`src/rtl/assert_macros.svh`:
```
// Assertion macros for the RTL of the switch cost planner.
// Self-contained; no other file is needed.
`ifndef ASSERT_MACROS_SVH
`define ASSERT_MACROS_SVH

// Check that a property holds on every rising clock edge outside reset.
`define ASSERT_PROP(lbl, clk, rst, prop, msg) \
   lbl: assert property (@(posedge clk) disable iff (rst) (prop)) else $error(msg);

// Check that a condition never holds on a rising clock edge outside reset.
`define ASSERT_NEVER(lbl, clk, rst, cond, msg) \
   lbl: assert property (@(posedge clk) disable iff (rst) !(cond)) else $error(msg);

`endif

```
`src/rtl/tssc_pkg.sv`:
```
// Package of the switch cost planner: widths, sequencer states and the
// operand and result types of the shared cost unit. Depends on nothing.
package tssc_pkg;

   localparam int MAX_PERIODS_DEF = 64;
   localparam int COST_W          = 16;
   localparam int BEST_W          = 23;
   localparam int SUM_W           = BEST_W + 1;

   typedef enum logic [3:0] {
      ST_IDLE,
      ST_VB,
      ST_VA,
      ST_SA,
      ST_SB,
      ST_FIN,
      ST_TB_RD,
      ST_TB_WR,
      ST_EM_RD,
      ST_EM_LD,
      ST_EM_WAIT
   } state_type;

   typedef struct packed {
      logic [BEST_W-1:0] x;
      logic [COST_W-1:0] y;
      logic [BEST_W-1:0] z;
   } alu_op_type;

   typedef struct packed {
      logic [SUM_W-1:0] sum;
      logic             lt;
   } alu_res_type;

endpackage

```
`src/rtl/two_state_switch_cost_plan.sv`:
```
// Two-site minimum-cost planner with traceback. Each req_ transaction carries
// one period's operating cost at site A and at site B; the block keeps the
// least total cost of a plan ending at each site, where staying is free and
// moving costs csr_switch_cost (a tie picks the move). The first period of a
// plan is loaded as it is accepted; every later period is accepted and then
// takes four steps of the one shared adder/comparator, during which req_ready
// is low. A plan closes on a transaction with req_final_period set, or when
// MAX_PERIODS periods are held. Closing picks the final site (a tie picks B),
// traces back one period at a time through the backpointer memory in a read
// step and a write step, then gives each rsp_ transaction in a read, a load
// and a wait step, the wait holding while rsp_ready is low; the read steps
// follow from the registered memory reads. Results come in forward period
// order, the last one with rsp_plan_end set. csr_ writes are taken at once.
// Depends on tssc_pkg, tssc_alu, tssc_ram and assert_macros.svh.
`include "assert_macros.svh"

module two_state_switch_cost_plan #(
   parameter int MAX_PERIODS = tssc_pkg::MAX_PERIODS_DEF
) (
   input  logic                        clock,
   input  logic                        reset,
   // input channel
   input  logic                        req_valid,
   output logic                        req_ready,
   input  logic [tssc_pkg::COST_W-1:0] req_cost_site_a,
   input  logic [tssc_pkg::COST_W-1:0] req_cost_site_b,
   input  logic                        req_final_period,
   // result channel
   output logic                        rsp_valid,
   input  logic                        rsp_ready,
   output logic                        rsp_site,
   output logic                        rsp_plan_end,
   // configuration write channel
   input  logic                        csr_valid,
   output logic                        csr_ready,
   input  logic [tssc_pkg::COST_W-1:0] csr_switch_cost
);
   import tssc_pkg::*;

   localparam int AW = $clog2(MAX_PERIODS);
   localparam int CW = $clog2(MAX_PERIODS + 1);

   // Sequencer and plan bookkeeping
   state_type         state_ff, state_in;
   logic [CW-1:0]     count_ff, count_in;
   logic [AW-1:0]     ptr_ff, ptr_in;
   logic              cur_ff, cur_in;

   // Running costs and per-period working values
   logic [COST_W-1:0] sw_ff, sw_in;
   logic [BEST_W-1:0] best_a_ff, best_a_in;
   logic [BEST_W-1:0] best_b_ff, best_b_in;
   logic [BEST_W-1:0] na_ff, na_in;
   logic [BEST_W-1:0] nb_ff, nb_in;
   logic [1:0]        bits_ff, bits_in;
   logic [COST_W-1:0] ca_ff, ca_in;
   logic [COST_W-1:0] cb_ff, cb_in;
   logic              last_ff, last_in;

   // Output register
   logic              rsp_valid_ff, rsp_valid_in;
   logic              rsp_site_ff, rsp_site_in;
   logic              rsp_end_ff, rsp_end_in;

   // Shared unit and memories
   alu_op_type        alu_op;
   alu_res_type       alu_res;
   logic              back_we, back_re;
   logic [1:0]        back_wd, back_rd;
   logic              plan_we, plan_re;
   logic [AW-1:0]     plan_wa;
   logic              plan_wd, plan_rd;

   logic [CW-1:0]     count_m1;
   logic [AW-1:0]     last_idx;
   logic              at_limit;

   assign count_m1 = count_ff - CW'(1);
   assign last_idx = count_m1[AW-1:0];
   // Store is full once this period is counted
   assign at_limit = (count_ff + CW'(1)) == CW'(MAX_PERIODS);

   tssc_alu u_alu (
      .op  (alu_op),
      .res (alu_res)
   );

   // Backpointer store: bit 0 is the site before when now at A,
   // bit 1 the site before when now at B.
   tssc_ram #(
      .WIDTH (2),
      .DEPTH (MAX_PERIODS)
   ) u_back_ram (
      .clock   (clock),
      .wr_en   (back_we),
      .wr_addr (count_ff[AW-1:0]),
      .wr_data (back_wd),
      .rd_en   (back_re),
      .rd_addr (ptr_ff),
      .rd_data (back_rd)
   );

   // Traced sites of the closing plan, read back in forward order
   tssc_ram #(
      .WIDTH (1),
      .DEPTH (MAX_PERIODS)
   ) u_plan_ram (
      .clock   (clock),
      .wr_en   (plan_we),
      .wr_addr (plan_wa),
      .wr_data (plan_wd),
      .rd_en   (plan_re),
      .rd_addr (ptr_ff),
      .rd_data (plan_rd)
   );

   // Next state
   always_comb begin
      state_in = state_ff;
      unique case (state_ff)
         ST_IDLE: begin
            if (req_valid) begin
               if (count_ff == '0) begin
                  state_in = (req_final_period || at_limit) ? ST_FIN : ST_IDLE;
               end else begin
                  state_in = ST_VB;
               end
            end
         end
         ST_VB:    state_in = ST_VA;
         ST_VA:    state_in = ST_SA;
         ST_SA:    state_in = ST_SB;
         ST_SB:    state_in = (last_ff || at_limit) ? ST_FIN : ST_IDLE;
         ST_FIN:   state_in = (last_idx == '0) ? ST_EM_RD : ST_TB_RD;
         ST_TB_RD: state_in = ST_TB_WR;
         ST_TB_WR: state_in = (ptr_ff == AW'(1)) ? ST_EM_RD : ST_TB_RD;
         ST_EM_RD: state_in = ST_EM_LD;
         ST_EM_LD: state_in = ST_EM_WAIT;
         ST_EM_WAIT: begin
            if (rsp_ready) begin
               state_in = rsp_end_ff ? ST_IDLE : ST_EM_RD;
            end
         end
         default:  state_in = ST_IDLE;
      endcase
   end

   // Datapath, memory controls and outputs
   always_comb begin
      count_in     = count_ff;
      ptr_in       = ptr_ff;
      cur_in       = cur_ff;
      best_a_in    = best_a_ff;
      best_b_in    = best_b_ff;
      na_in        = na_ff;
      nb_in        = nb_ff;
      bits_in      = bits_ff;
      ca_in        = ca_ff;
      cb_in        = cb_ff;
      last_in      = last_ff;
      rsp_valid_in = rsp_valid_ff;
      rsp_site_in  = rsp_site_ff;
      rsp_end_in   = rsp_end_ff;
      alu_op       = '0;
      back_we      = 1'b0;
      back_wd      = bits_ff;
      back_re      = 1'b0;
      plan_we      = 1'b0;
      plan_wa      = last_idx;
      plan_wd      = cur_ff;
      plan_re      = 1'b0;

      sw_in = csr_valid ? csr_switch_cost : sw_ff;

      unique case (state_ff)
         ST_IDLE: begin
            if (req_valid) begin
               ca_in   = req_cost_site_a;
               cb_in   = req_cost_site_b;
               last_in = req_final_period;
               // First period: load the costs, backpointers are never read
               if (count_ff == '0) begin
                  best_a_in = BEST_W'(req_cost_site_a);
                  best_b_in = BEST_W'(req_cost_site_b);
                  back_we   = 1'b1;
                  back_wd   = '0;
                  count_in  = count_ff + CW'(1);
               end
            end
         end
         ST_VB: begin
            // Reach A: stay at A, or move from B (tie picks the move)
            alu_op     = '{x: best_b_ff, y: sw_ff, z: best_a_ff};
            na_in      = alu_res.lt ? best_a_ff : alu_res.sum[BEST_W-1:0];
            bits_in[0] = ~alu_res.lt;
         end
         ST_VA: begin
            // Reach B: stay at B, or move from A (tie picks the move)
            alu_op     = '{x: best_a_ff, y: sw_ff, z: best_b_ff};
            nb_in      = alu_res.lt ? best_b_ff : alu_res.sum[BEST_W-1:0];
            bits_in[1] = alu_res.lt;
         end
         ST_SA: begin
            alu_op    = '{x: na_ff, y: ca_ff, z: '0};
            best_a_in = alu_res.sum[BEST_W-1:0];
         end
         ST_SB: begin
            alu_op    = '{x: nb_ff, y: cb_ff, z: '0};
            best_b_in = alu_res.sum[BEST_W-1:0];
            back_we   = 1'b1;
            count_in  = count_ff + CW'(1);
         end
         ST_FIN: begin
            // Pick the final site, tie goes to B; clear costs for the next plan
            alu_op    = '{x: best_b_ff, y: '0, z: best_a_ff};
            cur_in    = ~alu_res.lt;
            plan_we   = 1'b1;
            plan_wa   = last_idx;
            plan_wd   = ~alu_res.lt;
            ptr_in    = last_idx;
            best_a_in = '0;
            best_b_in = '0;
         end
         ST_TB_RD: begin
            back_re = 1'b1;
         end
         ST_TB_WR: begin
            // Step one period back through the backpointer of the held site
            cur_in  = back_rd[cur_ff];
            plan_we = 1'b1;
            plan_wa = ptr_ff - AW'(1);
            plan_wd = back_rd[cur_ff];
            ptr_in  = ptr_ff - AW'(1);
         end
         ST_EM_RD: begin
            plan_re = 1'b1;
         end
         ST_EM_LD: begin
            rsp_valid_in = 1'b1;
            rsp_site_in  = plan_rd;
            rsp_end_in   = (ptr_ff == last_idx);
         end
         ST_EM_WAIT: begin
            if (rsp_ready) begin
               rsp_valid_in = 1'b0;
               if (rsp_end_ff) begin
                  count_in = '0;
               end else begin
                  ptr_in = ptr_ff + AW'(1);
               end
            end
         end
         default: begin
         end
      endcase
   end

   // Control state
   always_ff @(posedge clock) begin
      if (reset) begin
         state_ff     <= ST_IDLE;
         count_ff     <= '0;
         sw_ff        <= '0;
         best_a_ff    <= '0;
         best_b_ff    <= '0;
         rsp_valid_ff <= 1'b0;
      end else begin
         state_ff     <= state_in;
         count_ff     <= count_in;
         sw_ff        <= sw_in;
         best_a_ff    <= best_a_in;
         best_b_ff    <= best_b_in;
         rsp_valid_ff <= rsp_valid_in;
      end
   end

   // Payload registers: hold until the sequencer loads them
   always_ff @(posedge clock) begin
      ptr_ff      <= ptr_in;
      cur_ff      <= cur_in;
      na_ff       <= na_in;
      nb_ff       <= nb_in;
      bits_ff     <= bits_in;
      ca_ff       <= ca_in;
      cb_ff       <= cb_in;
      last_ff     <= last_in;
      rsp_site_ff <= rsp_site_in;
      rsp_end_ff  <= rsp_end_in;
   end

   assign req_ready    = (state_ff == ST_IDLE);
   assign csr_ready    = 1'b1;
   assign rsp_valid    = rsp_valid_ff;
   assign rsp_site     = rsp_site_ff;
   assign rsp_plan_end = rsp_end_ff;

   `ASSERT_NEVER(a_no_accept_while_emitting, clock, reset,
                 req_ready && rsp_valid_ff,
                 "input taken while a result is pending")
   `ASSERT_NEVER(a_count_in_range, clock, reset,
                 count_ff > CW'(MAX_PERIODS),
                 "period count beyond store depth")
   `ASSERT_PROP(a_plan_end_clears, clock, reset,
                (rsp_valid && rsp_ready && rsp_plan_end) |=> (count_ff == '0),
                "plan not cleared after last result")
   `ASSERT_PROP(a_rsp_from_load, clock, reset,
                $rose(rsp_valid_ff) |-> $past(state_ff == ST_EM_LD),
                "result raised outside load step")

endmodule

```
`src/rtl/tssc_ram.sv`:
```
// Generic memory: one write port and one read port, registered read data.
// Depends on nothing.
module tssc_ram #(
   parameter int WIDTH = 1,
   parameter int DEPTH = 64
) (
   input  logic                     clock,
   input  logic                     wr_en,
   input  logic [$clog2(DEPTH)-1:0] wr_addr,
   input  logic [WIDTH-1:0]         wr_data,
   input  logic                     rd_en,
   input  logic [$clog2(DEPTH)-1:0] rd_addr,
   output logic [WIDTH-1:0]         rd_data
);

   logic [WIDTH-1:0] mem [DEPTH];
   logic [WIDTH-1:0] rd_data_ff;

   always_ff @(posedge clock) begin
      if (wr_en) begin
         mem[wr_addr] <= wr_data;
      end
      if (rd_en) begin
         rd_data_ff <= mem[rd_addr];
      end
   end

   assign rd_data = rd_data_ff;

endmodule

```
`src/rtl/tssc_alu.sv`:
```
// Shared cost unit of the planner: one add and one less-than compare
// against the sum. Depends on tssc_pkg.
module tssc_alu (
   input  tssc_pkg::alu_op_type  op,
   output tssc_pkg::alu_res_type res
);
   import tssc_pkg::*;

   logic [SUM_W-1:0] sum;

   assign sum     = SUM_W'(op.x) + SUM_W'(op.y);
   assign res.sum = sum;
   assign res.lt  = SUM_W'(op.z) < sum;

endmodule

```
`config.mk`:
```
export PLATFORM = sky130hd
export DESIGN_NAME = two_state_switch_cost_plan
export DESIGN_NICKNAME = d
export VERILOG_FILES = /design/src/rtl/tssc_pkg.sv /design/src/rtl/two_state_switch_cost_plan.sv /design/src/rtl/tssc_ram.sv /design/src/rtl/tssc_alu.sv
export VERILOG_INCLUDE_DIRS = /design/src /design/src/rtl
export SDC_FILE = /design/constraint.sdc
export NUM_CORES = 1
export LEC_CHECK = 0
export ABC_AREA = 1
export BUFFER_PORTS_ARGS = -buffer_cell sky130_fd_sc_hd__clkbuf_2
export CORE_ASPECT_RATIO = 0.6
export CORE_MARGIN = 4
export CORE_UTILIZATION = 46
export CTS_CLUSTER_SIZE = 10
export DETAILED_ROUTE_END_ITERATION = 10
export PLACE_DENSITY_LB_ADDON = 0.2
export SYNTH_ARGS = -nofsm -noshare
export SYNTH_HDL_FRONTEND = slang
export SYNTH_SLANG_ARGS = --single-unit
```
`constraint.sdc`:
```
create_clock -name clock -period 12.07 [get_ports clock]
set_input_delay 3.621 -clock clock [delete_from_list [all_inputs] [get_ports clock]]
set_output_delay 3.621 -clock clock [all_outputs]
set_load 0.02 [all_outputs]
```
After elaboration in Yosys (flattened, before gate mapping)
Memories as Yosys holds them, arrays and structs flattened. A register that Yosys moved wholly into a read port is not among the register bits.
Cells that the tools add are included.
Widths: inputs -> output; s select.

storage, ports and cells
  RAM bits = 192
  register bits = 164
  word-level logic and storage cells = 108
  output and inout bits = 5
  input bits = 54
  latch bits = 0
  bits in read-only memories = 0
  memories kept = 2

operators by class
  equality and inequality tests = 18
  $mul = 0
  bitwise logic cells = 1
  multiplexer cells = 45
  $add $sub $neg = 5
  $lt $le $gt $ge = 2
  shift operators = 0
  divide/modulo/power cells = 0
  reduce and logical (&&, ||, !) cells = 18

memory list
  name            depth  width  rd ports  clocked after memory_dff  wr ports  RTL line        RTL
  u_back_ram.mem  64     2      1         1                         1         tssc_ram.sv:16  logic [WIDTH-1:0] mem [DEPTH];
  u_plan_ram.mem  64     1      1         1                         1         tssc_ram.sv:16

operator list
  operator             count
  $pmux 62 s5          1
  $mux 23              6
  $pmux 23 s3          2
  $pmux 4 s11          1
  $mux 7               4
  $add 23x16->24       1
  $lt 23x24->1         1
  $pmux 7 s3           1
  $mux 4               5
  $mux 6               3
  $pmux 6 s3           1
  $eq 4x3->1 const B   4
  $eq 4x4->1 const B   3
  $mux 1               12
  $reduce_bool 3->1    4
  $sub 6x1->6 const B  2
  $mux 3               3
  $reduce_and 3->1     3
  $eq 4x2->1 const B   2
  $ne 2x2->1 const B   4
  $add 7x1->7 const B  1
  $eq 7x7->1 const B   1
  $logic_not 7->1      1
  $add 6x1->6 const B  1
  15 further kinds     22

Longest topological paths before layout
  word-level depth = 7
  mapped depth = 31
  mapped depth without buffers = 30

By module
A second synthesis with hierarchy kept.

second synthesis, totals
  cell total of the unflattened synthesis = 2,158
  area, all modules = 18,645.4 um^2

modules (own cells, without submodules)
  module                      times used  seq. area each (um^2)  cells an instance  area each (um^2)
  two_state_switch_cost_plan  1           4,174.0                986                8,062.7
  tssc_ram (u_back_ram)       1           3,903.7                520                5,634.2
  tssc_ram (u_plan_ram)       1           1,951.9                314                3,055.4
  tssc_alu                    1           0.0                    338                1,893.1

Worst setup path after synthesis
Ideal clock, no wire load.

  path type = in2reg
  start point = input port req_valid
  end point = memory u_back_ram.mem[0][0], data pin
  path buffers = 1
  required time = 11.571 ns
  arrival time = 5.846 ns
  setup time = 0.499 ns
  setup slack = 5.725 ns
  stages on the path = 6
  cell sequence = inv_1 -> nor2_2 -> nand2_1 -> inv_1 -> buf_4 -> nor2_1

on the way
  word-level cells in the longest chain between the ends = 2

ends and longest elaborated chain
  item                  RTL line                           RTL
  start, declared       two_state_switch_cost_plan.sv:23   input logic req_valid,
  $mux 2                two_state_switch_cost_plan.sv:177  if (req_valid) begin
  $mux 2                two_state_switch_cost_plan.sv:175  unique case (state_ff)
  named net back_wd[0]  two_state_switch_cost_plan.sv:69   logic [1:0] back_wd, back_rd;
  end, declared         tssc_ram.sv:16

The timed path passes the listed nets, and every way through them passes these cells.

Worst setup path after layout
  start point = input port req_valid
  end point = memory u_back_ram.mem[33][0] (enable)

on the way
  word-level cells in the longest chain between the ends = 4

ends and longest elaborated chain
  item                          RTL line                           RTL
  $mux 1                        two_state_switch_cost_plan.sv:177
  $pmux 1 s2                    two_state_switch_cost_plan.sv:175
  $mux 1                        tssc_ram.sv:20                     if (wr_en) begin
  $mux 1 (not written as such)  tssc_ram.sv:21                     mem[wr_addr] <= wr_data;

No other way between the ends.

==> metrics.md <==
| Metric | Value |
|---|---|
| Hold depth | `0` |
| Worst hold margin | `0.428 ns` |
| Reg2reg setup slack | `5.47 ns` |
| Synth warn | `0` |
| # port buffers | `57` |
| Setup TNS | `0 ns` |
| Final setup violation count | `0` |
| Worst path slowest cell | `nand2_1` |
| P_leak | `0.00740 uW` |
| Net Sw Frac | `40.8%` |
| Die Span Y | `161 um` |
| Fin crit period | `7.25 ns` |
| Full die area | `42200 um2` |
| CP bufs+invs | `4` |
| Vias in the first global route | `13800` |
| Slew Viols, Final | `0` |
| Sw Pwr | `1860 uW` |
| Unrepaired setup endpoints after global routing | `false` |
| Sequential fraction of the synthesis area | `56.1%` |
| CP Capture Type | `flop` |
| Routed met3 length | `6130 um` |
| Clk pwr share | `24.9%` |
| Type of the tightest min-delay check | `flop to flop` |
| Critical path origin | `req_valid` |
| Cell Rows | `55` |
| Final period util | `60.0%` |
| Cell Int Power | `2710 uW` |
| Worst setup path class | `primary input to flop` |
| Hold Startpoint | `u_plan_ram.rd_data` |
| Reg2reg start | `state_ff[3]` |
| Starting DRT DRC Count | `1945` |
| Boundary Pins | `59` |
| Rel. slew slack | `16.2%` |
| Reg power frac | `37.8%` |
| Synth top area share | `47.7%` |
| CTS tree | `yes` |
| Top post-synthesis cells by count | `nand2_1 (405), nor2_1 (338), edfxtp_1 (284)` |
| Netlist cell types | `48` |
| Vias | `14700` |
| Post-placement cell area | `18600 um2` |
| Worst reg2reg path depth | `30` |
| CP Max Fanout | `34` |
| Power Density | `232 nW/um2` |
| GRT Residual Overflow | `0` |
| CTS sink cnt | `359` |
| Worst clock skew | `0.0212 ns` |
| Tot GR Track Use | `23.8%` |
| Post-route insts no fill | `2560` |
| Synth async-reset ratio | `0%` |
| Worst path depth | `9` |
| TritonCTS buffer count | `41` |
| Root Driver | `clkbuf_16` |
| Critical path, cell by cell | `clkbuf_2 -> inv_1 -> nor2_4 -> nand2_1 -> inv_1 -> nor2_2 -> inv_2 -> nand4_1 -> nor2_1` |
| Ant. Diodes | `0` |
| CP required | `12.30 ns` |
| Routability cong. | `0.902` |
| Final hold vios | `0` |
| CTS Buffer Depth | `3` |
| Yosys reg bits | `359` |
| Area leader, netlist | `edfxtp_1` |
| Crit path max-delay family | `simple AND/OR/NAND/NOR gates` |
| Clock Pin Slew Worst Setup and Hold Paths | `0.06 ns` |
| Metal1 wirelength | `24300 um` |
| FILL cells | `3526` |
| NumNets Final | `2113` |
| CP most frequent cell | `inv_1` |
| 1st-pass router iterations | `6` |
| CP max stage delay | `0.91 ns` |
| Vias per cell | `5.75` |
| Post-route cell area | `19700 um2` |
| Combinational power share | `37.3%` |
| Most frequent cell after synthesis | `nand2_1` |
| Cts repair resizes | `0` |
| Startpoint types | `primary input` |
| Final Util | `52.0%` |
| Net Count, Synth | `2086` |
| MaxCap Viol Count | `0` |
| Largest net degree at the start of global routing | `104` |
| Maximum vdd ir drop | `0.000132 V` |
| WL met2 | `20300 um` |
| Initial Utilization | `47.1%` |
| Syn Std Cell Area | `17900 um2` |
| Status | `complete, no violations` |
| Global-route wire length before repair | `79700 um` |
| DRC Markers | `0` |
| Layout area overhead | `10.5%` |
| Avg Cell Area, Syn | `9.00 um2` |
| Core ar. | `38000 um2` |
| Avg WL per Cell | `20.1 um` |
| Synth Instances | `1987` |
| Tightest Pin Transition | `1.25 ns` |
| Initial antenna violation count | `0` |
| Cell count after placement | `2484` |
| Synth Flop Type | `edfxtp_1` |
| Clk_lat worst skew | `0.55 ns` |
| Layout cells sized above 1 | `7.72%` |
| Max Used Layer | `met4` |
| Total Wirelength | `51600 um` |
| Post-CTS Setup Repair Bufs | `0` |
| Hold_buf cts | `0` |
| Fmax | `0.138 GHz` |
| H-tree Lvls | `2` |
| Arr. time, crit path | `7.48 ns` |
| Post-DP HPWL | `33700 um` |
| Die width | `262 um` |
| Final ANT Viol Nets | `0` |
| Post-synth EDFFs | `284` |
| Area contributors post-synth | `edfxtp_1 (48%), nand2_1 (8.5%), dfxtp_1 (8.4%), nor2_1 (7.1%), o21ai_0 (5.2%)` |
## registers in the layout, indices dropped and copies added (netlist names), 2 cells and up
register / cells
best_a_ff: 23
best_b_ff: 23
bits_ff: 2
ca_ff: 16
cb_ff: 16
count_ff: 7
na_ff: 23
nb_ff: 23
ptr_ff: 6
state_ff: 4
sw_ff: 16
u_back_ram.mem: 128
u_back_ram.rd_data: 2
u_plan_ram.mem: 64
## worst reg2reg max path: cells and delay by family, from the launching register on
family | cells | cell delay (ns)
and+or+nand+nor | 18 | 2.51
buffers and inverters | 6 | 1.76
adders and majority gates | 3 | 0.99
DFF | 1 | 0.37
xor gates and xnor gates | 1 | 0.36
AOI/OAI and AO/OA | 2 | 0.31
## power groups by stage
| stage | combinational, uW | sequential, uW | clock, uW |
|---|---|---|---|
| 2_1_floorplan | 1170 | 1730 | 0 |
| 3_3_place_gp | 1630 | 1750 | 0 |
| 3_5_place_dp | 1650 | 1750 | 0 |
| 4_1_cts | 1660 | 1730 | 1160 |
| 5_1_grt | 1870 | 1740 | 1220 |
| 6_report | 1710 | 1730 | 1140 |
## cell families after synthesis
kind of cell,synth area share [%]
compound gates,13.0
buf+inv,5.45
simple gates,20.9
other cells,0.0210
fa+ha+maj,3.19
flops,56.1
mux,0.0560
xor+xnor,1.22
## cell usage in the layout (no fill, tap or decap), drive strengths merged, types with 9 or more instances in the layout
cell,synthesis,layout
a21oi,100,100
buf,25,21
clkbuf,69,130
edfxtp,284,284
nand4,18,18
xor2,22,22
o22ai,40,40
a221oi,9,9
inv,144,145
nand2,413,413
nand3,121,121
o221ai,24,24
ha,44,44
dfxtp,75,75
nor2,347,347
o2111ai,14,14
o21ai,187,187
## final cells by class
type | count | area, um2 | share of cell area (%)
multi-input combinational | 1388 | 6900 | 34.9
timing repair buffer | 78 | 443 | 2.24
clock inverter | 3 | 41.3 | 0.209
sequential | 359 | 10000 | 50.8
tap | 513 | 642 | 3.25
inverter | 146 | 548 | 2.77
clock buffer | 73 | 1150 | 5.80
## stage by stage
| stage | setup WS [ns] | power, uW |
|---|---|---|
| 2_1_floorplan | 5.72 | 2890 |
| 3_3_place_gp | 4.48 | 3380 |
| 3_5_place_dp | 4.36 | 3400 |
| 4_1_cts | 4.94 | 4550 |
| 5_1_grt | 4.45 | 4830 |
| 6_report | 4.82 | 4570 |
## layer usage
metal,track usage [%],up-vias
met5,0,-
met4,5.43,0
met3,6.46,76
met2,32.2,729
met1,37.8,6997
li1,-,6914
## path summary, 6_finish.rpt
check	end
max	u_back_ram.mem[33][0]
min	rsp_site
max reg2reg	u_plan_ram.mem[42]
min reg2reg	rsp_site
(Power assumes the default switching activity.)
